File: config.mk
export PLATFORM = sky130hd
export DESIGN_NAME = rau_queue
export DESIGN_NICKNAME = d
export VERILOG_FILES = /design/src/rtl/core/rau_queue.sv
export SDC_FILE = /design/constraint.sdc
export NUM_CORES = 1
export LEC_CHECK = 0
export BUFFER_PORTS_ARGS = -buffer_cell sky130_fd_sc_hd__buf_4
export CAP_MARGIN = 40
export CORE_MARGIN = 1
export CORE_UTILIZATION = 25
export CTS_BUF_LIST = sky130_fd_sc_hd__clkbuf_2
export DETAILED_ROUTE_END_ITERATION = 7
export PLACE_DENSITY_LB_ADDON = 0.25
export SYNTH_ARGS = -nofsm -noshare
export SYNTH_HDL_FRONTEND = slang
export SYNTH_SLANG_ARGS = --single-unit
File: constraint.sdc
create_clock -name aclk -period 1.2 [get_ports aclk]
set_input_delay 0.24 -clock aclk [delete_from_list [all_inputs] [get_ports aclk]]
set_output_delay 0.24 -clock aclk [all_outputs]
set_load 0.05 [all_outputs]
File: src/rtl/core/rau_queue.sv
`timescale 1ns / 1ps
`default_nettype none
// rau_queue: small register queue between the front and back parts
// no dependencies

module rau_queue #(
    parameter int WIDTH = 8,
    parameter int DEPTH = 2
) (
    input  wire logic             aclk,
    input  wire logic             aresetn,
    input  wire logic             push,
    input  wire logic [WIDTH-1:0] push_data,
    output logic                  full,
    input  wire logic             pop,
    output logic                  pop_valid,
    output logic [WIDTH-1:0]      pop_data
);

    localparam int PTR_W = $clog2(DEPTH);
    localparam int CNT_W = $clog2(DEPTH + 1);

    logic [WIDTH-1:0] mem_reg [DEPTH];
    logic [PTR_W-1:0] wr_ptr_reg, wr_ptr_next;
    logic [PTR_W-1:0] rd_ptr_reg, rd_ptr_next;
    logic [CNT_W-1:0] count_reg, count_next;

    assign full      = (count_reg == CNT_W'(DEPTH));
    assign pop_valid = (count_reg != '0);
    assign pop_data  = mem_reg[rd_ptr_reg];

    // pointer and fill count update
    always_comb begin
        wr_ptr_next = wr_ptr_reg;
        rd_ptr_next = rd_ptr_reg;
        count_next  = count_reg;
        if (push) begin
            wr_ptr_next = (wr_ptr_reg == PTR_W'(DEPTH - 1)) ? '0 : wr_ptr_reg + 1'b1;
        end
        if (pop) begin
            rd_ptr_next = (rd_ptr_reg == PTR_W'(DEPTH - 1)) ? '0 : rd_ptr_reg + 1'b1;
        end
        if (push && !pop) begin
            count_next = count_reg + 1'b1;
        end else if (pop && !push) begin
            count_next = count_reg - 1'b1;
        end
    end

    always_ff @(posedge aclk) begin
        if (!aresetn) begin
            wr_ptr_reg <= '0;
            rd_ptr_reg <= '0;
            count_reg  <= '0;
        end else begin
            wr_ptr_reg <= wr_ptr_next;
            rd_ptr_reg <= rd_ptr_next;
            count_reg  <= count_next;
        end
    end

    // entry storage
    always_ff @(posedge aclk) begin
        if (push) begin
            mem_reg[wr_ptr_reg] <= push_data;
        end
    end

endmodule

`default_nettype wire

* Word level (Yosys, flattened, before mapping)
Memory sizes are Yosys's and may differ from the RTL's. A register that Yosys moved wholly into a read port is not among the register bits.
Cells that the tools add are included.
** Word-level totals
- Register bits after elaboration :: 4
- RAM bits :: 16
- Output and inout port bits :: 10
- Memories kept :: 1
** Operators by class
- Add/subtract/negate cells :: 4
- Eq/ne operators :: 1
- Multiplexer cells :: 8
- Reduce and logical (&&, ||, !) cells :: 6
** Memories
- mem_reg :: words 2, bits a word 8, read ports 1, clocked after Yosys merged registers in 1, write ports 1, line 23 : logic [WIDTH-1:0] mem_reg [DEPTH];
** Operators with widths (number)
- $mux W1 :: 6
- $mux W2 :: 2
- $reduce_bool A2 Y1 :: 2
- $add A1 B1 Y1 const B :: 2
- $add A2 B1 Y2 const B :: 1
- $eq A2 B2 Y1 const B :: 1
- $logic_and A1 B1 Y1 :: 2
- $logic_not A1 Y1 :: 2
- $sub A2 B1 Y2 const B :: 1

* Longest topological paths before layout
- Depth after elaboration :: 4
- Gate-level depth with buffers :: 5
- Depth with buffers taken out :: 5

* Worst setup path before layout
Ideal clock, no wire load.
- Path kind :: reg-to-output
- From :: register (tool-made name)
- To :: output pop_data[0]
- Arrival time :: 923 ps
- Required time :: 960 ps
- Slack :: 37 ps
- Cell stages (with the launch flop) :: 3
- Path through :: dfxtp_1 -> buf_2 -> mux2_2
** RTL lines
- end, declared :: line 17 : output logic [WIDTH-1:0] pop_data

==> impl_results.rst <==
.. list-table::
   :header-rows: 1

   * - Metric
     - Value
   * - Status
     - finished, violations left
   * - Failing checks
     - negative setup slack
   * - Worst r2r dst
     - count_reg[1]
   * - Count of endpoints failing setup in the final report
     - 10
   * - Signal arrival time at the worst endpoint
     - between 1 and 1.5 ns
   * - Endpoint of the worst hold path
     - mem_reg[1][6]
   * - I/O Buffers
     - 21
   * - Grt ovf
     - 0
   * - Top cells by area in the synthesized netlist
     - edfxtp_1 (60%), dfxtp_1 (13%), mux2_2 (11%)
   * - Hold Path Cell Cnt
     - 1
   * - Total half-perimeter wirelength after legalization and detailed placement
     - 866.8 um
   * - Final Routed Wirelength
     - roughly 1.3 mm
   * - DIE AREA
     - about 3400 sq um
   * - Leakage power figure
     - ~0.48 nW
   * - Wire length of the first global-routing pass
     - ~2.1 mm
   * - Number of detailed-routing iterations run before antenna repair
     - 4
   * - Portion of synthesized cell area occupied by the leading cell type
     - between 60% and 70%
   * - Number of unique standard cell types used by synthesis
     - 16
   * - Gate count of the mapped netlist
     - 47
   * - Critical Path Sink Type
     - output pin
   * - Post-synthesis sequential element count
     - 21
   * - # placed instances
     - 115
   * - Worst r2r src
     - count_reg[0]
   * - Placed standard-cell area
     - ~1000 sq um
   * - Total number of placement rows
     - 20
   * - Starting density of the core
     - roughly a quarter
   * - Net count after synthesis
     - 60
   * - Worst setup SP type
     - flip-flop
   * - Source-to-sink clock delay at the later pin of the worst-skew pair
     - ~0.32 ns
   * - Number of cells in the finished layout apart from fillers
     - 120
   * - Global routing met3 resource utilization
     - approximately 4.4%
   * - Crit share post-route
     - 126.2%
   * - Biggest area consumer among synthesized cells
     - edfxtp_1
   * - Type of the worst min-delay path
     - input pin to flip-flop
   * - Final setup margin
     - -0.3139 ns
   * - Overall die height
     - slightly below 60 um
   * - Cells along the critical path
     - buf_12 > mux2_4 > buf_8
   * - Via-per-instance ratio
     - between 3 and 4
   * - Area grow syn2layout
     - 48.35%
   * - Launch instance of the worst min-delay path
     - push_data[6]
   * - Total number of nets in the final design
     - 90
   * - Total area of sequential cells
     - 584.3 sq um
   * - Maximum level of the CTS H-tree
     - 1
   * - Post-Synthesis Cell Area
     - ~800 sq um
   * - Worst-case clock skew
     - 0.01730 ns
   * - Count of yosys warnings during synthesis
     - 0
   * - Met2 capacity usage during global routing
     - a little over an eighth
   * - Maximum number of pins on one net before global-route repair
     - 13
   * - Number of hold-slack violations in the final timing report
     - 0
   * - Share of post-route cells with drive strength above 1
     - between 50% and 60%
   * - Fillers
     - 310
   * - Initial antenna violation count
     - 0
   * - Proportion of register bits with asynchronous set or reset after synthesis
     - 0%
   * - Ranking of synthesized cells by instance count
     - edfxtp_1 (16), mux2_2 (8), dfxtp_1 (5)
   * - Achievable frequency
     - 660.5 MHz
   * - Mean Syn Cell Area
     - 16.96 sq um
   * - Footprint of the multi-input gates
     - around 240 sq um
   * - Number of hold buffers added after CTS
     - 0
   * - Worst max-slew margin expressed relative to the limit
     - about three quarters
   * - Tmin final
     - around 1.5 ns
   * - Placer congestion estimate
     - between 0.5 and 0.6
   * - Core box area
     - 3028 sq um
   * - Register-to-register setup slack
     - ~0.060 ns
   * - Leading cell type by number of instances after synthesis
     - edfxtp_1
   * - Initial DRC Count
     - 9
   * - Cell area power density
     - roughly 1400 nW/um^2
   * - Floorplan die width
     - ~58 um
   * - Via count
     - between 400 and 500
   * - Critical Path RT
     - roughly 0.96 ns
   * - Slew @ Worst Pin
     - 0.4025 ns
   * - Max FFs per register
     - 16
   * - Worst vdd rail ir drop
     - around 0.65 mV
   * - Grt met1 use
     - 10.32%
   * - Number of global-route vias before repair
     - 476
   * - Startpoint-to-endpoint class of the critical path
     - flip-flop to output pin
   * - Antenna diodes
     - 0
   * - Count of flip-flops with a built-in enable after synthesis
     - 16
   * - Wire per inst
     - 10.76 um
   * - Clock sink total
     - 21
   * - Unrepaired setup endpoints after global routing
     - true
   * - Total clock buffers created by CTS
     - 3
   * - Clock root cell
     - clkbuf_2
   * - Ports placed on the boundary
     - 22
   * - Highest-utilization routing layer at the global route stage
     - met2
   * - Count of antenna-violating nets left after detailed routing
     - 0
   * - Clk pin slew, worst setup/hold paths
     - ~0.2 ns
   * - R2r worst-path depth
     - 4
   * - Overall track demand over capacity in global routing
     - 8.419%
   * - Pins Over Slew Limit
     - 0
   * - Design Area, Final
     - between 1000 and 1500 sq um
   * - CP max-delay cell
     - dfxtp_2
   * - Slowest Stage Delay on Critical Path
     - approximately 0.38 ns
   * - Critical Path Fanout Max
     - 8
   * - Register area share after synthesis
     - 72.84%
   * - Number of maximum-capacitance constraint violations
     - 0
   * - DRC
     - 0
   * - Dominant register cell in the synthesized netlist
     - edfxtp_1
   * - Maximum number of buffers from clock root to sink
     - 2
   * - TritonCTS clock tree
     - yes
==> logic make-up after synthesis <==
family / after synthesis / synth area share (%)
compound gates: 3 / 2.512
flops: 21 / 72.84
simple gates: 9 / 7.379
fa+ha+maj: 1 / 1.570
xor+xnor: 3 / 3.297
buf+inv: 2 / 1.098
mux: 8 / 11.30
==> critical path, delay by kind of cell, from the launching register on <==
kind,cells,cell delay (ns)
buffers and inverters,2,0.28
DFF,1,0.38
muxes,1,0.31
==> where the power goes <==
group	switching [W]	internal [W]	leakage (nW)
combinational	0.000244	0.000240	0.274
sequential	0.0000200	0.000835	0.193
clock	0.000207	0.0000755	0.0164
total	0.000471	0.00115	0.483
==> worst max path at each step <==
stage / end / cells past startpoint / from
floorplan: pop_data[0] / 2 / flip-flop
global placement: pop_data[2] / 3 / flip-flop
detailed placement: count_reg[1] / 5 / push
CTS: pop_data[1] / 3 / flip-flop
global route: pop_data[2] / 3 / flip-flop
finish: pop_data[2] / 3 / flip-flop
==> layer usage <==
metal / up-vias / part of all wire [%]
met5: - / 0
met4: 0 / 0
met3: 0 / 7.5
met2: 16 / 47
met1: 215 / 46
li1: 228 / -
==> layout make-up <==
class	count	area share [%]
tap	44	4.656
timing repair buffer	26	23.60
multi-input combinational	24	20.32
clock inverter	1	0.4233
clock buffer	3	1.270
sequential	21	49.42
inverter	1	0.3175
==> through the flow <==
step	worst slack [ns]	hold WS [ns]	power, W	utilization (%)	TNS (ns)
finish	-0.3139	0.08755	0.001622	39.05	-2.676
global route	-0.3958	0.04826	0.001699	39.05	-3.429
CTS	-0.3550	0.07070	0.001649	39.05	-3.060
detailed placement	-0.04260	0.4295	0.001253	34.59	-0.2456
global placement	-0.03217	0.4269	0.001249	34.59	-0.1870
floorplan	0.03747	0.3389	0.001115	-	0
==> layout by cell type, fill, tap and decap left out, types with 2 or more instances in the layout <==
master | netlist | routed
xor2_1 | 2 | 2
dfxtp_2 | 0 | 3
edfxtp_1 | 16 | 16
nor2b_1 | 2 | 2
mux2_4 | 0 | 8
buf_8 | 0 | 9
and2_1 | 4 | 4
buf_4 | 0 | 15
dfxtp_1 | 5 | 2
clkbuf_2 | 0 | 3
==> what timing repair did <==
action                                 4_1_cts  5_1_grt
pin swaps                                    1        0
gates resized for setup                     31        0
setup endpoints to repair                   10       10
endpoints found under the hold margin        0        0
setup buffers                                1        0
Note: power is estimated with default switching activity, not from simulation.
