`config.mk`:
```
export PLATFORM = sky130hd
export DESIGN_NAME = rau_front
export DESIGN_NICKNAME = d
export VERILOG_FILES = /design/src/rtl/core/rau_pkg.sv /design/src/rtl/core/rau_front.sv
export SDC_FILE = /design/constraint.sdc
export NUM_CORES = 2
export LEC_CHECK = 0
export BUFFER_PORTS_ARGS = -buffer_cell sky130_fd_sc_hd__buf_2
export CAP_MARGIN = 30
export CORE_MARGIN = 2
export CORE_UTILIZATION = 35
export CTS_CLUSTER_DIAMETER = 30
export DETAILED_ROUTE_END_ITERATION = 10
export GPL_TIMING_DRIVEN = 0
export HOLD_SLACK_MARGIN = 0.05
export MAX_ROUTING_LAYER = met4
export PLACE_DENSITY = 0.56
export SLEW_MARGIN = 10
export SYNTH_ARGS = -nofsm -noshare
export SYNTH_HDL_FRONTEND = slang
export SYNTH_SLANG_ARGS = --single-unit
```
`constraint.sdc`:
```
create_clock -name aclk -period 11.1 [get_ports aclk]
set_clock_uncertainty 0.15 [all_clocks]
set_input_delay 0 -clock aclk [delete_from_list [all_inputs] [get_ports aclk]]
set_output_delay 0 -clock aclk [all_outputs]
set_load 0.02 [all_outputs]
```
`src/rtl/core/rau_pkg.sv`:
```
`timescale 1ns / 1ps
`default_nettype none
// rau_pkg: shared types and constants of the rational arithmetic unit
// no dependencies; used by rau_front, rau_back, rational_arithmetic_unit and the testbench

package rau_pkg;

    // fixed field widths of the request and result ports
    localparam int CMD_W = 3;
    localparam int NUM_W = 32;
    localparam int DEN_W = 31;

    // command codes
    typedef enum logic [CMD_W-1:0] {
        CMD_ADD = 3'd0,
        CMD_SUB = 3'd1,
        CMD_MUL = 3'd2,
        CMD_DIV = 3'd3,
        CMD_INC = 3'd4,
        CMD_DEC = 3'd5
    } rau_cmd_t;

    // front sequencer states
    typedef enum logic [1:0] {
        FR_IDLE,
        FR_MUL,
        FR_FORM,
        FR_PUSH
    } rau_front_state_t;

    // back sequencer states
    typedef enum logic [1:0] {
        BK_IDLE,
        BK_GCD,
        BK_DIV,
        BK_DONE
    } rau_back_state_t;

    // per-request status carried through the queue
    typedef struct packed {
        logic neg;
        logic zdiv;
        logic first_less;
        logic both_equal;
    } rau_flags_t;

endpackage

`default_nettype wire

```
`src/rtl/core/rau_front.sv`:
```
`timescale 1ns / 1ps
`default_nettype none
// rau_front: accepts a request, forms the raw fraction and the comparison
// with one shared multiplier; depends on rau_pkg

module rau_front
    import rau_pkg::*;
#(
    parameter int VALUE_WIDTH = 32
) (
    input  wire logic                       aclk,
    input  wire logic                       aresetn,
    input  wire logic                       s_valid,
    output logic                            s_ready,
    input  wire logic [CMD_W-1:0]           s_command,
    input  wire logic [NUM_W-1:0]           s_a_num,
    input  wire logic [DEN_W-1:0]           s_a_den,
    input  wire logic [NUM_W-1:0]           s_b_num,
    input  wire logic [DEN_W-1:0]           s_b_den,
    output logic                            push,
    input  wire logic                       q_full,
    output logic [2*VALUE_WIDTH-1:0]        push_mag,
    output logic [2*VALUE_WIDTH-1:0]        push_dmag,
    output rau_flags_t                      push_flags
);

    localparam int PROD_W = 2 * VALUE_WIDTH;
    localparam logic [VALUE_WIDTH-2:0] DEN_ONE = {{(VALUE_WIDTH-2){1'b0}}, 1'b1};
    localparam logic signed [PROD_W-1:0] PROD_ONE = {{(PROD_W-1){1'b0}}, 1'b1};

    rau_front_state_t state_reg, state_next;
    logic [1:0]       step_reg, step_next;

    logic [CMD_W-1:0]              cmd_reg;
    logic signed [VALUE_WIDTH-1:0] an_reg, bn_reg;
    logic [VALUE_WIDTH-2:0]        ad_reg, bd_reg;
    logic signed [PROD_W-1:0]      lhs_reg, rhs_reg, dd_reg, p3_reg;
    logic signed [PROD_W-1:0]      rn_reg, rd_reg;
    logic                          less_reg, equal_reg;

    logic                          load_in, mul_en, form_en;
    logic signed [VALUE_WIDTH-1:0] in_an, in_bn;
    logic [VALUE_WIDTH-2:0]        in_ad, in_bd;
    logic signed [VALUE_WIDTH-1:0] ad_ext, bd_ext;
    logic signed [VALUE_WIDTH-1:0] mul_a, mul_b;
    logic signed [PROD_W-1:0]      prod;
    logic signed [PROD_W-1:0]      rn_comb, rd_comb;

    // operand extraction: low bits of each field, zero denominator read as one
    always_comb begin
        in_an = s_a_num[VALUE_WIDTH-1:0];
        in_bn = s_b_num[VALUE_WIDTH-1:0];
        in_ad = (s_a_den[VALUE_WIDTH-2:0] == '0) ? DEN_ONE : s_a_den[VALUE_WIDTH-2:0];
        in_bd = (s_b_den[VALUE_WIDTH-2:0] == '0) ? DEN_ONE : s_b_den[VALUE_WIDTH-2:0];
    end

    assign ad_ext = signed'({1'b0, ad_reg});
    assign bd_ext = signed'({1'b0, bd_reg});

    // shared multiplier operand select, one product per step
    always_comb begin
        case (step_reg)
            2'd0: begin
                mul_a = an_reg;
                mul_b = bd_ext;
            end
            2'd1: begin
                mul_a = bn_reg;
                mul_b = ad_ext;
            end
            2'd2: begin
                mul_a = ad_ext;
                mul_b = bd_ext;
            end
            default: begin
                mul_a = (cmd_reg == CMD_DIV) ? ad_ext : an_reg;
                mul_b = bn_reg;
            end
        endcase
    end

    assign prod = mul_a * mul_b;

    // raw numerator and denominator per command
    always_comb begin
        unique case (cmd_reg)
            CMD_ADD: begin
                rn_comb = lhs_reg + rhs_reg;
                rd_comb = dd_reg;
            end
            CMD_SUB: begin
                rn_comb = lhs_reg - rhs_reg;
                rd_comb = dd_reg;
            end
            CMD_MUL: begin
                rn_comb = p3_reg;
                rd_comb = dd_reg;
            end
            CMD_DIV: begin
                rn_comb = lhs_reg;
                rd_comb = p3_reg;
            end
            CMD_INC: begin
                rn_comb = PROD_W'(an_reg) + PROD_W'(ad_ext);
                rd_comb = PROD_W'(ad_ext);
            end
            CMD_DEC: begin
                rn_comb = PROD_W'(an_reg) - PROD_W'(ad_ext);
                rd_comb = PROD_W'(ad_ext);
            end
            default: begin
                rn_comb = '0;
                rd_comb = PROD_ONE;
            end
        endcase
    end

    // sign and magnitude of the raw fraction for the queue
    always_comb begin
        push_mag             = rn_reg[PROD_W-1] ? unsigned'(-rn_reg) : unsigned'(rn_reg);
        push_dmag            = rd_reg[PROD_W-1] ? unsigned'(-rd_reg) : unsigned'(rd_reg);
        push_flags.neg        = rn_reg[PROD_W-1] ^ rd_reg[PROD_W-1];
        push_flags.zdiv       = (rd_reg == '0);
        push_flags.first_less = less_reg;
        push_flags.both_equal = equal_reg;
    end

    // next state
    always_comb begin
        state_next = state_reg;
        step_next  = step_reg;
        unique case (state_reg)
            FR_IDLE: begin
                step_next = 2'd0;
                if (s_valid) begin
                    state_next = FR_MUL;
                end
            end
            FR_MUL: begin
                step_next = step_reg + 2'd1;
                if (step_reg == 2'd3) begin
                    state_next = FR_FORM;
                end
            end
            FR_FORM: begin
                state_next = FR_PUSH;
            end
            FR_PUSH: begin
                if (!q_full) begin
                    state_next = FR_IDLE;
                end
            end
            default: begin
                state_next = FR_IDLE;
            end
        endcase
    end

    // outputs and enables
    always_comb begin
        s_ready = (state_reg == FR_IDLE);
        load_in = s_valid && (state_reg == FR_IDLE);
        mul_en  = (state_reg == FR_MUL);
        form_en = (state_reg == FR_FORM);
        push    = (state_reg == FR_PUSH) && !q_full;
    end

    // control registers
    always_ff @(posedge aclk) begin
        if (!aresetn) begin
            state_reg <= FR_IDLE;
            step_reg  <= 2'd0;
        end else begin
            state_reg <= state_next;
            step_reg  <= step_next;
        end
    end

    // operand, product and fraction registers
    always_ff @(posedge aclk) begin
        if (load_in) begin
            cmd_reg <= s_command;
            an_reg  <= in_an;
            bn_reg  <= in_bn;
            ad_reg  <= in_ad;
            bd_reg  <= in_bd;
        end
        if (mul_en) begin
            case (step_reg)
                2'd0:    lhs_reg <= prod;
                2'd1:    rhs_reg <= prod;
                2'd2:    dd_reg  <= prod;
                default: p3_reg  <= prod;
            endcase
        end
        if (form_en) begin
            rn_reg    <= rn_comb;
            rd_reg    <= rd_comb;
            less_reg  <= (lhs_reg < rhs_reg);
            equal_reg <= (lhs_reg == rhs_reg);
        end
    end

endmodule

`default_nettype wire

```
Word-level counts from Yosys, hierarchy flattened

Cells that the tools add are included.

Output and inout bits: 134
Input bits: 133
Register bits: 519

Bitwise logic cells: 2
Mux-type cells: 12
Reduce and logical (&&, ||, !) cells: 19
Multiply operators: 1
Equal/unequal tests: 15
$add $sub $neg: 7
Magnitude comparators: 1

Operators with widths:

| operator                                             | count |
|---|---|
| case mux 64 bit (6 select lines)                     | 1 |
| case mux 64 bit (3 select lines)                     | 1 |
| 2-to-1 mux 64 bit                                    | 2 |
| negation 64 bit                                      | 2 |
| case mux 32 bit (3 select lines)                     | 1 |
| adder 64 bit                                         | 1 |
| equality test 64 bit                                 | 1 |
| zero test 64 bit                                     | 1 |
| < comparator 64 bit                                  | 1 |
| multiplier 32 x 32 -> 64 bit                         | 1 |
| case mux 32 bit (2 select lines)                     | 1 |
| subtractor 64 bit                                    | 1 |
| zero test 31 bit                                     | 2 |
| adder 32 x 32 -> 33 bit                              | 1 |
| subtractor 32 x 32 -> 33 bit                         | 1 |
| 2-to-1 mux 32 bit                                    | 1 |
| equality test 2 bit (second input constant)          | 4 |
| case mux 2 bit (4 select lines)                      | 1 |
| AND reduction 2 bit                                  | 4 |
| equality test 3 x 2 -> 1 bit (second input constant) | 2 |
| equality test 3 bit (second input constant)          | 2 |
| 2-to-1 mux 2 bit                                     | 3 |
| OR reduction 3 bit                                   | 2 |
| equality test 2 x 1 -> 1 bit (second input constant) | 2 |
| 14 further kinds                                     | 18 |

Longest topological paths before layout

Word-level depth: 4
Gate-level depth with buffers: 37
Gate-level depth less buffers: 33

Worst setup path before layout

OpenSTA, ideal clock, no wires.

Kind: register to register
Start: register cmd_reg[0]
End: register dd_reg[62] (data pin)
Data required time: 10.733 ns
Clock period less this slack: 9.757 ns
Arrival: 9.390 ns
Path slack: 1.343 ns
Stages on the path, launching flop included: 33
Path through: edfxtp_1 -> clkbuf_1 -> nand2_1 -> nor2_1 -> buf_1 -> clkbuf_1 -> mux2i_1 -> mux2_2 -> clkbuf_1 -> nor2_1 -> fa_1 -> fa_1 -> inv_1 -> fa_1 -> fa_1 -> fa_1 -> inv_1 -> fa_1 -> fa_1 -> fa_1 -> ha_1 -> nand3_1 -> nor2_1 -> nand2_1 -> o22a_1 -> a2111oi_0 -> nor3_1 -> o21ai_0 -> nand3_1 -> a21o_1 -> o21ai_0 -> a211oi_1 -> a211oi_1

Word-level cells in the longest chain between the ends: 4

RTL lines:

| element                          | line             | source |
|---|---|---|
| start: declaration               | rau_front.sv:34  | `logic [CMD_W-1:0] cmd_reg;` |
| start signal: assignment         | rau_front.sv:182 | `cmd_reg <= s_command;` |
| equality test 3 x 2 -> 1 bit     | rau_front.sv:76  | `mul_a = (cmd_reg == CMD_DIV) ? ad_ext : an_reg;` |
| 2-to-1 mux 32 bit                | rau_front.sv:76  |  |
| case mux 32 bit (3 select lines) | rau_front.sv:62  | `case (step_reg)` |
| multiplier 32 x 32 -> 64 bit     | rau_front.sv:82  | `assign prod = mul_a * mul_b;` |
| named net prod[62]               | rau_front.sv:46  | `logic signed [PROD_W-1:0] prod;` |
| end signal: assignment           | rau_front.sv:192 | `2'd2: dd_reg <= prod;` |
| end: declaration                 | rau_front.sv:37  | `logic signed [PROD_W-1:0] lhs_reg, rhs_reg, dd_reg, p3_reg;` |

The timed path passes the listed nets, and every way through them passes these cells.
A chain may end at the register's enable or synchronous reset.

Worst setup path in the final report

Start: register step_reg[0]
End: register p3_reg[57] (data pin)

Word-level cells in the longest chain between the ends: 4

RTL lines:

| element                                                | line             | source |
|---|---|---|
| start: declaration                                     | rau_front.sv:32  | `logic [1:0] step_reg, step_next;` |
| start signal: assignment                               | rau_front.sv:175 | `step_reg <= step_next;` |
| equality test 2 bit or zero test 2 bit (tied branches) | rau_front.sv:62  |  |
| OR reduction 2 bit (no source line)                    | --               |  |
| case mux 32 bit (2 select lines)                       | rau_front.sv:62  |  |
| multiplier 32 x 32 -> 64 bit *                         | rau_front.sv:82  |  |
| named net prod[57]                                     | rau_front.sv:46  |  |
| end signal: assignment                                 | rau_front.sv:193 | `default: p3_reg <= prod;` |
| end: declaration                                       | rau_front.sv:37  |  |

Mark *: on every way through the listed nets, which the timed path passes. The rest lies on a longest branch.

==> impl_metrics.json <==
{
  "status": "completed",
  "multiInputGateArea_sq_um": 47600,
  "yosysUniqueCellTypes": 84,
  "final.setup.tns_ns": 0,
  "synth_edf_count": 515,
  "synth_common_cells": "inv_1, fa_1, nand2_1",
  "use_met3_pct": 5.02,
  "wl_per_cell_um": 31.0,
  "cp_common_cell": "fa_1",
  "top_usage_layer": "met2",
  "clock_path_buffers": 3,
  "port_buffers": 266,
  "ys_seq_area_share_pct": 22.7,
  "maxCapViolations": 0,
  "cts_max_level": 3,
  "core_sq_um": 195000,
  "finalSetupViolations": 0,
  "cts_tree": "yes",
  "clk_latency_ns": 0.75,
  "grt_pass1_vias": 60931,
  "min_path_type": "in -> reg",
  "synth_compound_area_share_pct": 11.7,
  "place_congestion": 1.04,
  "synth_top_family_by_area": "adder cells",
  "cts_root_buf": "clkbuf_16",
  "cts_buffers": 94,
  "antenna_found_initial": 18,
  "final_nets": 9543,
  "grt_pass1_wl_mm": 459,
  "drt-total-wl_mm": 330,
  "clk_pin_slew_ns": 0.06,
  "grt_max_degree": 64,
  "vias": 59709,
  "maxSlewViolCount": 0,
  "die_height_um": 447,
  "synthArstFlopShare_pct": 0,
  "yosysWarnings": 0,
  "synth_area_leaders": "fa_1, edfxtp_1, ha_1",
  "crit_path_max_fanout": 11,
  "synth-simple-area-share_pct": 12.1,
  "dp_hpwl_mm": 275,
  "synth_largest_area_cell": "fa_1",
  "synth.top_cell.area_share_pct": 31.7,
  "muxShareOfSynthArea_pct": 2.37,
  "ant_nets": 0,
  "slowest_stage": "fa_1",
  "ys_ff_latch": 519,
  "die_area_sq_um": 199000,
  "drtPass1Iterations": 10,
  "area_growth_syn_to_layout_pct": 19.0,
  "max_slew_margin_pct": 29.1,
  "syn-cell-area_sq_um": 68600,
  "synth_fp_nets": 8800,
  "cts.sinks": 519,
  "routed_via_density": 5.60,
  "final.period_utilization_pct": 98.9,
  "ios": 267,
  "start_util_pct": 35.2,
  "regArea_sq_um": 15500,
  "holdWs_ns": 0.101,
  "grt_overflow_total": 0,
  "drc_errors": 0,
  "yosysMostFrequentCell": "inv_1",
  "synthFlopType": "edfxtp_1",
  "slowest_delay_ns": 0.66,
  "fmax_ghz": 0.0911,
  "worstMarginPinSlew_ns": 1.06,
  "die_w_um": 447,
  "worst-setup-path-type": "reg -> reg",
  "rows": 162,
  "crit_path_end_kind": "flop",
  "nFillCells": 19056,
  "arrival_ns": 11.30,
  "met2_usage_pct": 52.4,
  "synth_fa_ha_area_share_pct": 38.7,
  "drive_above_1_share_pct": 10.9,
  "period_needed_ns": 10.98,
  "grt_usage_pct": 33.8,
  "grt_util_met1_pct": 42.4,
  "syn_inst": 7197,
  "crit_path_start_kind": "flop",
  "syn_avg_cell_area_sq_um": 9.53,
  "hold_viol": 0,
  "drt_iter0_markers": 6657,
  "synth_xor_area_share_pct": 3.59,
  "cp.required_ns": 11.41
}
metrics by stage:
step	util (%)	setup WS (ns)	cells	cell area, sq um
floorplan	-	1.34	7197	68600
global placement	37.6	-5.42	10087	73200
detailed placement	38.3	-3.74	10186	74700
CTS	41.8	0.00381	10633	81400
global route	41.9	-0.0307	10646	81600
finish	41.9	0.118	10655	81600
cell families (layout without fill, tap and decap cells):
kind of cell | count (synthesis) | in the layout
xor+xnor | 281 | 281
fa+ha+maj | 1470 | 1470
mux | 157 | 157
compound gates | 1242 | 1242
simple gates | 1926 | 1926
other cells | 0 | 13
buf+inv | 1602 | 2423
flops | 519 | 519
cell type report:
class	instances	share of cell area, %
multi-input combinational	5076	58.3
clock inverter	71	1.18
antenna	13	0.0399
clock buffer	103	2.94
tap	2624	4.02
sequential	519	19.0
timing repair buffer	658	6.81
buffer	409	2.22
inverter	1182	5.44
path summary, 6_finish.rpt:
path | from | endpoint | slack (ns) | depth (start not counted)
setup / recovery | step_reg[0]$_SDFFE_PN0P_ | p3_reg[57]$_DFFE_PP_ | 0.12 | 32
hold / removal | s_a_den[29] | ad_reg[29]$_SDFFCE_PN0P_ | 0.10 | 3
setup reg to reg | step_reg[0]$_SDFFE_PN0P_ | p3_reg[57]$_DFFE_PP_ | 0.12 | 32
hold reg to reg | dd_reg[52]$_DFFE_PP_ | rd_reg[52]$_DFFE_PP_ | 0.44 | 2
routing by layer:
layer	vias up	wire length, um
met3	808	25200
met5	-	0
li1	25049	-
met1	30667	131000
met4	0	23000
met2	3185	151000
cells in the final DEF, fill, tap and decap left out, types with 27 or more instances in the layout:
cell type,count
xor2_1,28
mux2i_1,89
buf_8,44
o22ai_1,49
buf_6,30
edfxtp_1,515
clkbuf_16,94
buf_2,287
nand3_1,57
nand2_1,744
a21o_1,63
or2_2,28
nand2b_1,50
dlygate4sd3_1,262
ha_1,378
nor4_1,49
nor2_1,725
inv_1,1179
nand4_1,40
buf_4,51
clkbuf_2,78
a222oi_1,48
clkbuf_1,267
xnor2_1,246
a22oi_1,69
o21ai_0,243
a31oi_1,35
o31ai_1,63
fa_1,1084
a211oi_1,27
a21oi_1,333
o21bai_1,56
nor3_1,68
nor2b_1,28
o21a_1,44
or3_1,42
critical path: cells and delay by family, from the launching register on:
family | cells | cell delay [ns]
adders and majority gates | 10 | 4.93
AOI/OAI and AO/OA | 11 | 2.90
buffers and inverters | 7 | 1.47
muxes | 1 | 0.52
DFF | 1 | 0.42
and+or+nand+nor | 2 | 0.19
xor gates and xnor gates | 1 | 0.10
repair_timing:
action / CTS / global route
pin swaps: 8 / 8
setup buffers: 16 / 12
resized for setup: 211 / 73
hold buffers: 262 / 0
endpoints found under the setup margin: 200 / 80
endpoints found under the hold margin: 208 / 0
Power is not shown: default switching activity piles up to over one toggle a cycle in this logic, so the estimate is an artifact.
