`src/rtl/core/rau_pkg.sv`:
```
`timescale 1ns / 1ps
`default_nettype none
// rau_pkg: shared types and constants of the rational arithmetic unit
// no dependencies; used by rau_front, rau_back, rational_arithmetic_unit and the testbench

package rau_pkg;

    // fixed field widths of the request and result ports
    localparam int CMD_W = 3;
    localparam int NUM_W = 32;
    localparam int DEN_W = 31;

    // command codes
    typedef enum logic [CMD_W-1:0] {
        CMD_ADD = 3'd0,
        CMD_SUB = 3'd1,
        CMD_MUL = 3'd2,
        CMD_DIV = 3'd3,
        CMD_INC = 3'd4,
        CMD_DEC = 3'd5
    } rau_cmd_t;

    // front sequencer states
    typedef enum logic [1:0] {
        FR_IDLE,
        FR_MUL,
        FR_FORM,
        FR_PUSH
    } rau_front_state_t;

    // back sequencer states
    typedef enum logic [1:0] {
        BK_IDLE,
        BK_GCD,
        BK_DIV,
        BK_DONE
    } rau_back_state_t;

    // per-request status carried through the queue
    typedef struct packed {
        logic neg;
        logic zdiv;
        logic first_less;
        logic both_equal;
    } rau_flags_t;

endpackage

`default_nettype wire

```
`src/rtl/core/rau_back.sv`:
```
`timescale 1ns / 1ps
`default_nettype none
// rau_back: binary gcd, division by the gcd, range check and result register
// depends on rau_pkg

module rau_back
    import rau_pkg::*;
#(
    parameter int VALUE_WIDTH = 32
) (
    input  wire logic                       aclk,
    input  wire logic                       aresetn,
    input  wire logic                       q_valid,
    input  wire logic [2*VALUE_WIDTH-1:0]   q_mag,
    input  wire logic [2*VALUE_WIDTH-1:0]   q_dmag,
    input  wire rau_flags_t                 q_flags,
    output logic                            q_pop,
    output logic                            m_valid,
    input  wire logic                       m_ready,
    output logic [NUM_W-1:0]                m_result_num,
    output logic [DEN_W-1:0]                m_result_den,
    output logic                            m_first_less,
    output logic                            m_both_equal,
    output logic                            m_zero_divisor,
    output logic                            m_overflow
);

    localparam int MAG_W = 2 * VALUE_WIDTH;
    localparam int CNT_W = $clog2(MAG_W);
    localparam logic [MAG_W-1:0] MAG_ONE = {{(MAG_W-1){1'b0}}, 1'b1};
    localparam logic [MAG_W-1:0] NUM_LIM = MAG_ONE << (VALUE_WIDTH - 1);
    localparam logic [DEN_W-1:0] DEN_ONE = {{(DEN_W-1){1'b0}}, 1'b1};

    rau_back_state_t state_reg, state_next;

    logic [MAG_W-1:0] x_reg, x_next;
    logic [MAG_W-1:0] y_reg, y_next;
    logic [MAG_W-1:0] n_reg, n_next;
    logic [MAG_W-1:0] d_reg, d_next;
    logic [MAG_W-1:0] rem_n_reg, rem_n_next;
    logic [MAG_W-1:0] rem_d_reg, rem_d_next;
    logic [CNT_W-1:0] cnt_reg, cnt_next;
    rau_flags_t       flags_reg, flags_next;

    logic             m_valid_reg, m_valid_next;
    logic [NUM_W-1:0] num_out_reg;
    logic [DEN_W-1:0] den_out_reg;
    logic             less_out_reg, equal_out_reg, zdiv_out_reg, ovf_out_reg;

    logic             out_free, out_load;
    logic             mag_zero, x_eq_y, x_gt_y;
    logic [MAG_W-1:0] diff;
    logic [MAG_W:0]   tn, td, tn_sub, td_sub;
    logic             n_fit, d_fit;
    logic             num_ovf, den_ovf, ovf;
    logic signed [VALUE_WIDTH-1:0] res_small;

    assign mag_zero = (q_mag == '0);
    assign out_free = !m_valid_reg || m_ready;

    // gcd step: compare, and replace the larger odd value by the difference
    assign x_eq_y = (x_reg == y_reg);
    assign x_gt_y = (x_reg > y_reg);
    assign diff   = x_gt_y ? (x_reg - y_reg) : (y_reg - x_reg);

    // restoring division step, both quotients share the divisor in x_reg
    always_comb begin
        tn     = {rem_n_reg, n_reg[MAG_W-1]};
        td     = {rem_d_reg, d_reg[MAG_W-1]};
        tn_sub = tn - {1'b0, x_reg};
        td_sub = td - {1'b0, x_reg};
        n_fit  = (tn >= {1'b0, x_reg});
        d_fit  = (td >= {1'b0, x_reg});
    end

    // range check of the reduced fraction
    always_comb begin
        num_ovf   = flags_reg.neg ? (n_reg > NUM_LIM) : (n_reg >= NUM_LIM);
        den_ovf   = (d_reg >= NUM_LIM);
        ovf       = num_ovf || den_ovf;
        res_small = flags_reg.neg ? -n_reg[VALUE_WIDTH-1:0] : n_reg[VALUE_WIDTH-1:0];
    end

    // next state
    always_comb begin
        state_next = state_reg;
        unique case (state_reg)
            BK_IDLE: begin
                if (q_valid) begin
                    state_next = (q_flags.zdiv || mag_zero) ? BK_DONE : BK_GCD;
                end
            end
            BK_GCD: begin
                if (x_eq_y) begin
                    state_next = (x_reg == MAG_ONE) ? BK_DONE : BK_DIV;
                end
            end
            BK_DIV: begin
                if (cnt_reg == '0) begin
                    state_next = BK_DONE;
                end
            end
            BK_DONE: begin
                if (out_free) begin
                    state_next = BK_IDLE;
                end
            end
            default: begin
                state_next = BK_IDLE;
            end
        endcase
    end

    // outputs of the sequencer
    always_comb begin
        q_pop    = (state_reg == BK_IDLE) && q_valid;
        out_load = (state_reg == BK_DONE) && out_free;
    end

    // datapath next values
    always_comb begin
        x_next     = x_reg;
        y_next     = y_reg;
        n_next     = n_reg;
        d_next     = d_reg;
        rem_n_next = rem_n_reg;
        rem_d_next = rem_d_reg;
        cnt_next   = cnt_reg;
        flags_next = flags_reg;
        case (state_reg)
            BK_IDLE: begin
                x_next         = q_mag;
                y_next         = q_dmag;
                n_next         = q_mag;
                d_next         = (q_flags.zdiv || mag_zero) ? MAG_ONE : q_dmag;
                flags_next     = q_flags;
                flags_next.neg = q_flags.neg && !mag_zero;
            end
            BK_GCD: begin
                if (x_eq_y) begin
                    rem_n_next = '0;
                    rem_d_next = '0;
                    cnt_next   = CNT_W'(MAG_W - 1);
                end else if (!x_reg[0] && !y_reg[0]) begin
                    // common factor of two leaves the fraction too
                    x_next = x_reg >> 1;
                    y_next = y_reg >> 1;
                    n_next = n_reg >> 1;
                    d_next = d_reg >> 1;
                end else if (!x_reg[0]) begin
                    x_next = x_reg >> 1;
                end else if (!y_reg[0]) begin
                    y_next = y_reg >> 1;
                end else if (x_gt_y) begin
                    x_next = diff;
                end else begin
                    y_next = diff;
                end
            end
            BK_DIV: begin
                rem_n_next = n_fit ? tn_sub[MAG_W-1:0] : tn[MAG_W-1:0];
                rem_d_next = d_fit ? td_sub[MAG_W-1:0] : td[MAG_W-1:0];
                n_next     = {n_reg[MAG_W-2:0], n_fit};
                d_next     = {d_reg[MAG_W-2:0], d_fit};
                cnt_next   = cnt_reg - 1'b1;
            end
            default: begin
            end
        endcase
    end

    // result handshake
    always_comb begin
        m_valid_next = m_valid_reg;
        if (out_load) begin
            m_valid_next = 1'b1;
        end else if (m_ready) begin
            m_valid_next = 1'b0;
        end
    end

    // control registers
    always_ff @(posedge aclk) begin
        if (!aresetn) begin
            state_reg   <= BK_IDLE;
            m_valid_reg <= 1'b0;
        end else begin
            state_reg   <= state_next;
            m_valid_reg <= m_valid_next;
        end
    end

    // working registers
    always_ff @(posedge aclk) begin
        x_reg     <= x_next;
        y_reg     <= y_next;
        n_reg     <= n_next;
        d_reg     <= d_next;
        rem_n_reg <= rem_n_next;
        rem_d_reg <= rem_d_next;
        cnt_reg   <= cnt_next;
        flags_reg <= flags_next;
    end

    // result register
    always_ff @(posedge aclk) begin
        if (out_load) begin
            num_out_reg   <= ovf ? '0 : NUM_W'(res_small);
            den_out_reg   <= ovf ? DEN_ONE : DEN_W'(d_reg[VALUE_WIDTH-2:0]);
            less_out_reg  <= flags_reg.first_less;
            equal_out_reg <= flags_reg.both_equal;
            zdiv_out_reg  <= flags_reg.zdiv;
            ovf_out_reg   <= ovf;
        end
    end

    assign m_valid        = m_valid_reg;
    assign m_result_num   = num_out_reg;
    assign m_result_den   = den_out_reg;
    assign m_first_less   = less_out_reg;
    assign m_both_equal   = equal_out_reg;
    assign m_zero_divisor = zdiv_out_reg;
    assign m_overflow     = ovf_out_reg;

endmodule

`default_nettype wire

```
`config.mk`:
```
export PLATFORM = sky130hd
export DESIGN_NAME = rau_back
export DESIGN_NICKNAME = d
export VERILOG_FILES = /design/src/rtl/core/rau_pkg.sv /design/src/rtl/core/rau_back.sv
export SDC_FILE = /design/constraint.sdc
export NUM_CORES = 2
export LEC_CHECK = 0
export BUFFER_PORTS_ARGS = -buffer_cell sky130_fd_sc_hd__clkbuf_2
export CORE_AREA = 2 2 260 262
export DETAILED_ROUTE_END_ITERATION = 8
export DIE_AREA = 0 0 262 264
export PLACE_DENSITY_LB_ADDON = 0.12
export SYNTH_ARGS = -nofsm -noshare
export SYNTH_HDL_FRONTEND = slang
export SYNTH_SLANG_ARGS = --single-unit
```
`constraint.sdc`:
```
create_clock -name aclk -period 11.9 [get_ports aclk]
set_input_delay 0.595 -clock aclk [delete_from_list [all_inputs] [get_ports aclk]]
set_output_delay 0.595 -clock aclk [all_outputs]
set_load 0.03 [all_outputs]
```
# After elaboration in Yosys (flattened, before gate mapping)
# Cells that the tools add are included.
[op_classes]
n_eq_ne = 15
magnitude_cmp = 6
n_reduce_logical = 25
n_mux = 38
add_sub_neg = 6
[op_table]
columns = ["op", "count"]
rows = [
  ["64-bit 2-to-1 mux", 19],
  ["64-bit case mux with 2 select lines", 4],
  ["64-bit case mux with 3 select lines", 2],
  ["64-bit subtractor", 4],
  ["65-bit by 64-bit >= comparator with 1-bit output", 2],
  ["64-bit by 32-bit >= comparator with 1-bit output, second input constant", 2],
  ["64-bit by 1-bit == test with 1-bit output, second input constant", 1],
  ["64-bit == test", 1],
  ["64-bit by 32-bit > comparator with 1-bit output, second input constant", 1],
  ["64-bit > comparator", 1],
  ["64-bit zero test", 1],
  ["32-bit 2-to-1 mux", 1],
  ["32-bit negation", 1],
  ["2-bit != test, second input constant", 6],
  ["4-bit != test, second input constant", 3],
  ["6-bit case mux with 2 select lines", 1],
  ["4-bit AND reduction", 3],
  ["2-bit 2-to-1 mux", 5],
  ["2-bit case mux with 4 select lines", 1],
  ["6-bit zero test", 1],
  ["6-bit 2-to-1 mux", 1],
  ["3-bit AND reduction", 2],
  ["2-bit nonzero test", 3],
  ["6-bit by 1-bit subtractor with 6-bit output, second input constant", 1],
  ["other kinds (10)", 23],
]
[word_totals]
register_bits = 464
output_inout_bits = 69

# Depth between registers and ports, before layout
[depth]
word_depth = 8
ltp_mapped = 17

# Least setup slack after synthesis
# OpenSTA, ideal clock, no wires.
[synth_timing]
path_kind = "register to register"
start = "reg state_reg[1]"
end = "reg cnt_reg[0] (enable)"
path_stages_with_launch = 7
setup_time_ns = 0.813
n_path_buf = 3
arrival_ns = 10.626
setup_slack_ns = 0.461
period_less_slack_ns = 11.439
cell_sequence = "dfxtp_1 inv_1 ha_1 clkbuf_1 clkbuf_1 clkbuf_1 o21ai_0"
[synth_via]
elab_chain_len = 3
word_cells_on_any_way = 5
[synth_lines]
columns = ["element", "line_no", "text"]
rows = [
  ["start, declared", "rau_back.sv:34", "rau_back_state_t state_reg, state_next;"],
  ["start signal, assigned", "rau_back.sv:188", "state_reg <= state_next;"],
  ["2-bit by 1-bit == test with 1-bit output or 2-bit == test (tied branches)", "rau_back.sv:130", "case (state_reg)"],
  ["2-bit != test (no line) or 2-bit nonzero test (tied branches)", "-", ""],
  ["2-bit AND reduction (no line) *", "-", ""],
  ["end signal, assigned", "rau_back.sv:201", "cnt_reg <= cnt_next;"],
  ["end, declared", "rau_back.sv:42", "logic [CNT_W-1:0] cnt_reg, cnt_next;"],
]
# Mark *: on every way between the ends. The rest lies on a longest branch, timed or not.
# A chain may end at the register's enable or synchronous reset.

# Final worst setup path
[layout_timing]
start = "reg x_reg[6]"
end = "reg x_reg[49] (enable)"
[layout_via]
elab_chain_len = 3
word_cells_on_any_way = 5
[layout_lines]
columns = ["element", "line_no", "text"]
rows = [
  ["start, declared", "rau_back.sv:36", "logic [MAG_W-1:0] x_reg, x_next;"],
  ["start signal, assigned", "rau_back.sv:195", "x_reg <= x_next;"],
  ["64-bit > comparator or 64-bit == test (tied branches)", "rau_back.sv:63, rau_back.sv:62", ""],
  ["4-bit != test (no line) or 2-bit != test (tied branches)", "-", ""],
  ["4-bit AND reduction (no line) *", "-", ""],
]
# Marked as above.

==> reports/qor.yml <==
outcome: "finished with violations"
failing_checks: "design-rule violations"
gr-total-overflow: 0
h-tree-depth: 2
synth_enable_flop_cells: 461
via_count: 35500
path_clk_slew_ns: 0.06
remaining_drc_errors: 15
ys_warn_count: 0
clock_sink_count: 464
antenna_found_initial: 6
pin_count_of_the_biggest_net_entering_global_routing: 89
unrepaired_setup_endpoints_after_global_routing: "no"
final.min_clock_period_ns: 5.69
dr.pass1.iters: 9
final_layout_size_suffix_gt1_share_pct: 8.30
synth_sequential_area_ratio_pct: 37.0
maximum_clock_rate_ghz: 0.176
synth_fp_nets: 4730
first_pass_grt_wire_length_um: 208000
max-cap-violations: 0
clkLatencyLatePin_ns: 0.69
slew-limit-headroom_pct: 14.0
cp_num_buf_inv: 2
port_buffers: 204
cts_setup_buffers: 0
clock_tree.buffer_depth: 3
timing.critical_path.from_type: "register"
worst_path_dominant_cell_family: "compound AO/OA/AOI/OAI gates"
wl_per_cell_um: 27.0
worst_ep_arrival_time_ns: 5.98
floorplan.die.height_um: 264
fp.dieArea_sq_um: 69200
antenna_violating_nets_post_route: 0
die_width_um: 262
yosysUniqueCellTypes: 86
hold_class: "input port to register"
syn-instance-count: 4327
hold_buffers: 0
dp_hpwl_um: 110000
grt_util_all_layers_pct: 40.1
criticalPathCategory: "register to register"
cts-resized-gates: 0
critical_path_required_ns: 12.19
floorplan.initialDensity_pct: 56.5
clock_skew_ns: 0.0562
via_count_of_the_first_global_routing_pass: 32600
crit_chain: "inv_1, ha_1, nand4_1, o221a_2, o221ai_1, a311oi_1, or3b_1, and2_1, nor2_2, o21ai_0, a21boi_4, buf_4"
cts_tree: "done"
tcrit_tclk_final_pct: 47.9
ys_async_sr_fraction_pct: 0
critical_path.max_fanout: 43
layout.nets: 4752
via_per_inst: 6.74
cts_inserted_buffers: 55
postSynthRegisterBits: 464
hold_violation_count_in_the_final_report: 0
final_setup_violations: 0
report.final.slew_viol_count: 0
crit_path_top_delay_cell: "sky130_fd_sc_hd__a21boi_4"
fin_tns_setup_ns: 0
tightest_slew_ns: 1.29
commonest_non_fill_non_tap_cells_in_the_layout: "sky130_fd_sc_hd__nor2_1, sky130_fd_sc_hd__a21oi_1, sky130_fd_sc_hd__edfxtp_1"
routed_wirelength_um: 142000
filler_cell_count: 5990
synthFlopType: "sky130_fd_sc_hd__edfxtp_1"
syn_avg_cell_area_sq_um: 8.70
row_count: 95
most_frequent_standard_cell_in_the_layout_excluding_fill_and_tap_cells: "sky130_fd_sc_hd__nor2_1"
post_synth_instance_area_sq_um: 37600
coreArea_sq_um: 66600
cts_root_buf: "sky130_fd_sc_hd__clkbuf_16"
cpPeakStageDelay_ns: 0.70
detailedRoute.firstIterationViolations: 5094
area.growth.synth_to_final_pct: 8.06
critical_path.endpoint_type: "register"
io_pins: 205
fin_util_pct: 61.1
gp_congestion: 1.07
-- final timing paths --
check             cells past startpoint           end         start  slack [ns]
hold reg to reg                       0  m_both_equal  flags_reg[0]        0.43
hold / removal                        1  flags_reg[0]    q_flags[0]        0.09
setup reg to reg                     12     x_reg[49]      x_reg[6]        6.21
setup / recovery                     12     x_reg[49]      x_reg[6]        6.21
-- cell type report --
class	instances	area [sq um]	area share [%]
Antenna cell	3	7.51	0.0185
Timing Repair Buffer	233	1240	3.05
Multi-Input combinational cell	3299	21600	53.2
Clock buffer	68	1430	3.51
Clock inverter	27	231	0.569
Sequential cell	464	13900	34.2
Inverter	296	1110	2.74
Tap cell	873	1090	2.69
-- routing by layer --
layer	global-route usage, %	wire length, um
met5	0	53
met2	59.5	61100
met1	54.8	56500
met3	9.50	16500
met4	19.5	8080
-- stage by stage --
step	instances	hold slack, ns	area [sq um]	setup WS (ns)
floorplan	4327	0.400	37600	0.461
global placement	5165	0.402	39000	6.44
detailed placement	5165	0.412	39000	6.30
CTS	5260	0.105	40600	6.32
global route	5260	0.0890	40600	5.96
finish	5263	0.0943	40700	6.21
-- synthesized netlist by cell type (15+ instances only) --
cell type | count | area [sq um]
sky130_fd_sc_hd__nand2b_1 | 29 | 181
sky130_fd_sc_hd__o21ai_0 | 202 | 1010
sky130_fd_sc_hd__clkbuf_1 | 218 | 818
sky130_fd_sc_hd__edfxtp_1 | 461 | 13800
sky130_fd_sc_hd__xnor2_1 | 152 | 1330
sky130_fd_sc_hd__a21o_1 | 141 | 1060
sky130_fd_sc_hd__buf_2 | 20 | 100
sky130_fd_sc_hd__nor3_1 | 61 | 305
sky130_fd_sc_hd__nor4_1 | 60 | 375
sky130_fd_sc_hd__o21a_1 | 35 | 263
sky130_fd_sc_hd__or3_1 | 24 | 150
sky130_fd_sc_hd__a222oi_1 | 63 | 631
sky130_fd_sc_hd__o221ai_1 | 17 | 149
sky130_fd_sc_hd__nor2_1 | 563 | 2110
sky130_fd_sc_hd__a22oi_1 | 84 | 631
sky130_fd_sc_hd__nor2b_1 | 26 | 163
sky130_fd_sc_hd__and2_1 | 44 | 275
sky130_fd_sc_hd__and3_1 | 23 | 144
sky130_fd_sc_hd__ha_1 | 263 | 3290
sky130_fd_sc_hd__buf_1 | 19 | 71.3
sky130_fd_sc_hd__nand3_1 | 58 | 290
sky130_fd_sc_hd__o21bai_1 | 85 | 638
sky130_fd_sc_hd__nand2_1 | 232 | 871
sky130_fd_sc_hd__a21boi_0 | 26 | 195
sky130_fd_sc_hd__a211oi_1 | 35 | 263
sky130_fd_sc_hd__o22ai_1 | 15 | 93.8
sky130_fd_sc_hd__a21oi_1 | 525 | 2630
sky130_fd_sc_hd__xor2_1 | 109 | 955
sky130_fd_sc_hd__mux2i_1 | 56 | 561
sky130_fd_sc_hd__inv_1 | 295 | 1110
sky130_fd_sc_hd__a31oi_1 | 25 | 156
sky130_fd_sc_hd__o31ai_1 | 30 | 225
sky130_fd_sc_hd__nand4_1 | 95 | 594
sky130_fd_sc_hd__a221oi_1 | 67 | 587
-- cells by family (layout without fill, tap and decap cells) --
family                   count (synthesis)  count (layout)  share of synthesized area [%]
AO/OA/AOI/OAI                         1450            1450                           25.1
AND/OR/NAND/NOR                       1264            1264                           15.6
buffers and inverters                  564             624                           5.81
flip-flops                             464             464                           37.0
adder cells (fa/ha/maj)                267             267                           8.96
XOR/XNOR                               261             261                           6.08
multiplexers                            57              57                           1.52
other                                    0               3                              0
Power is not shown: default switching activity piles up to over one toggle a cycle in this logic, so the estimate is an artifact.
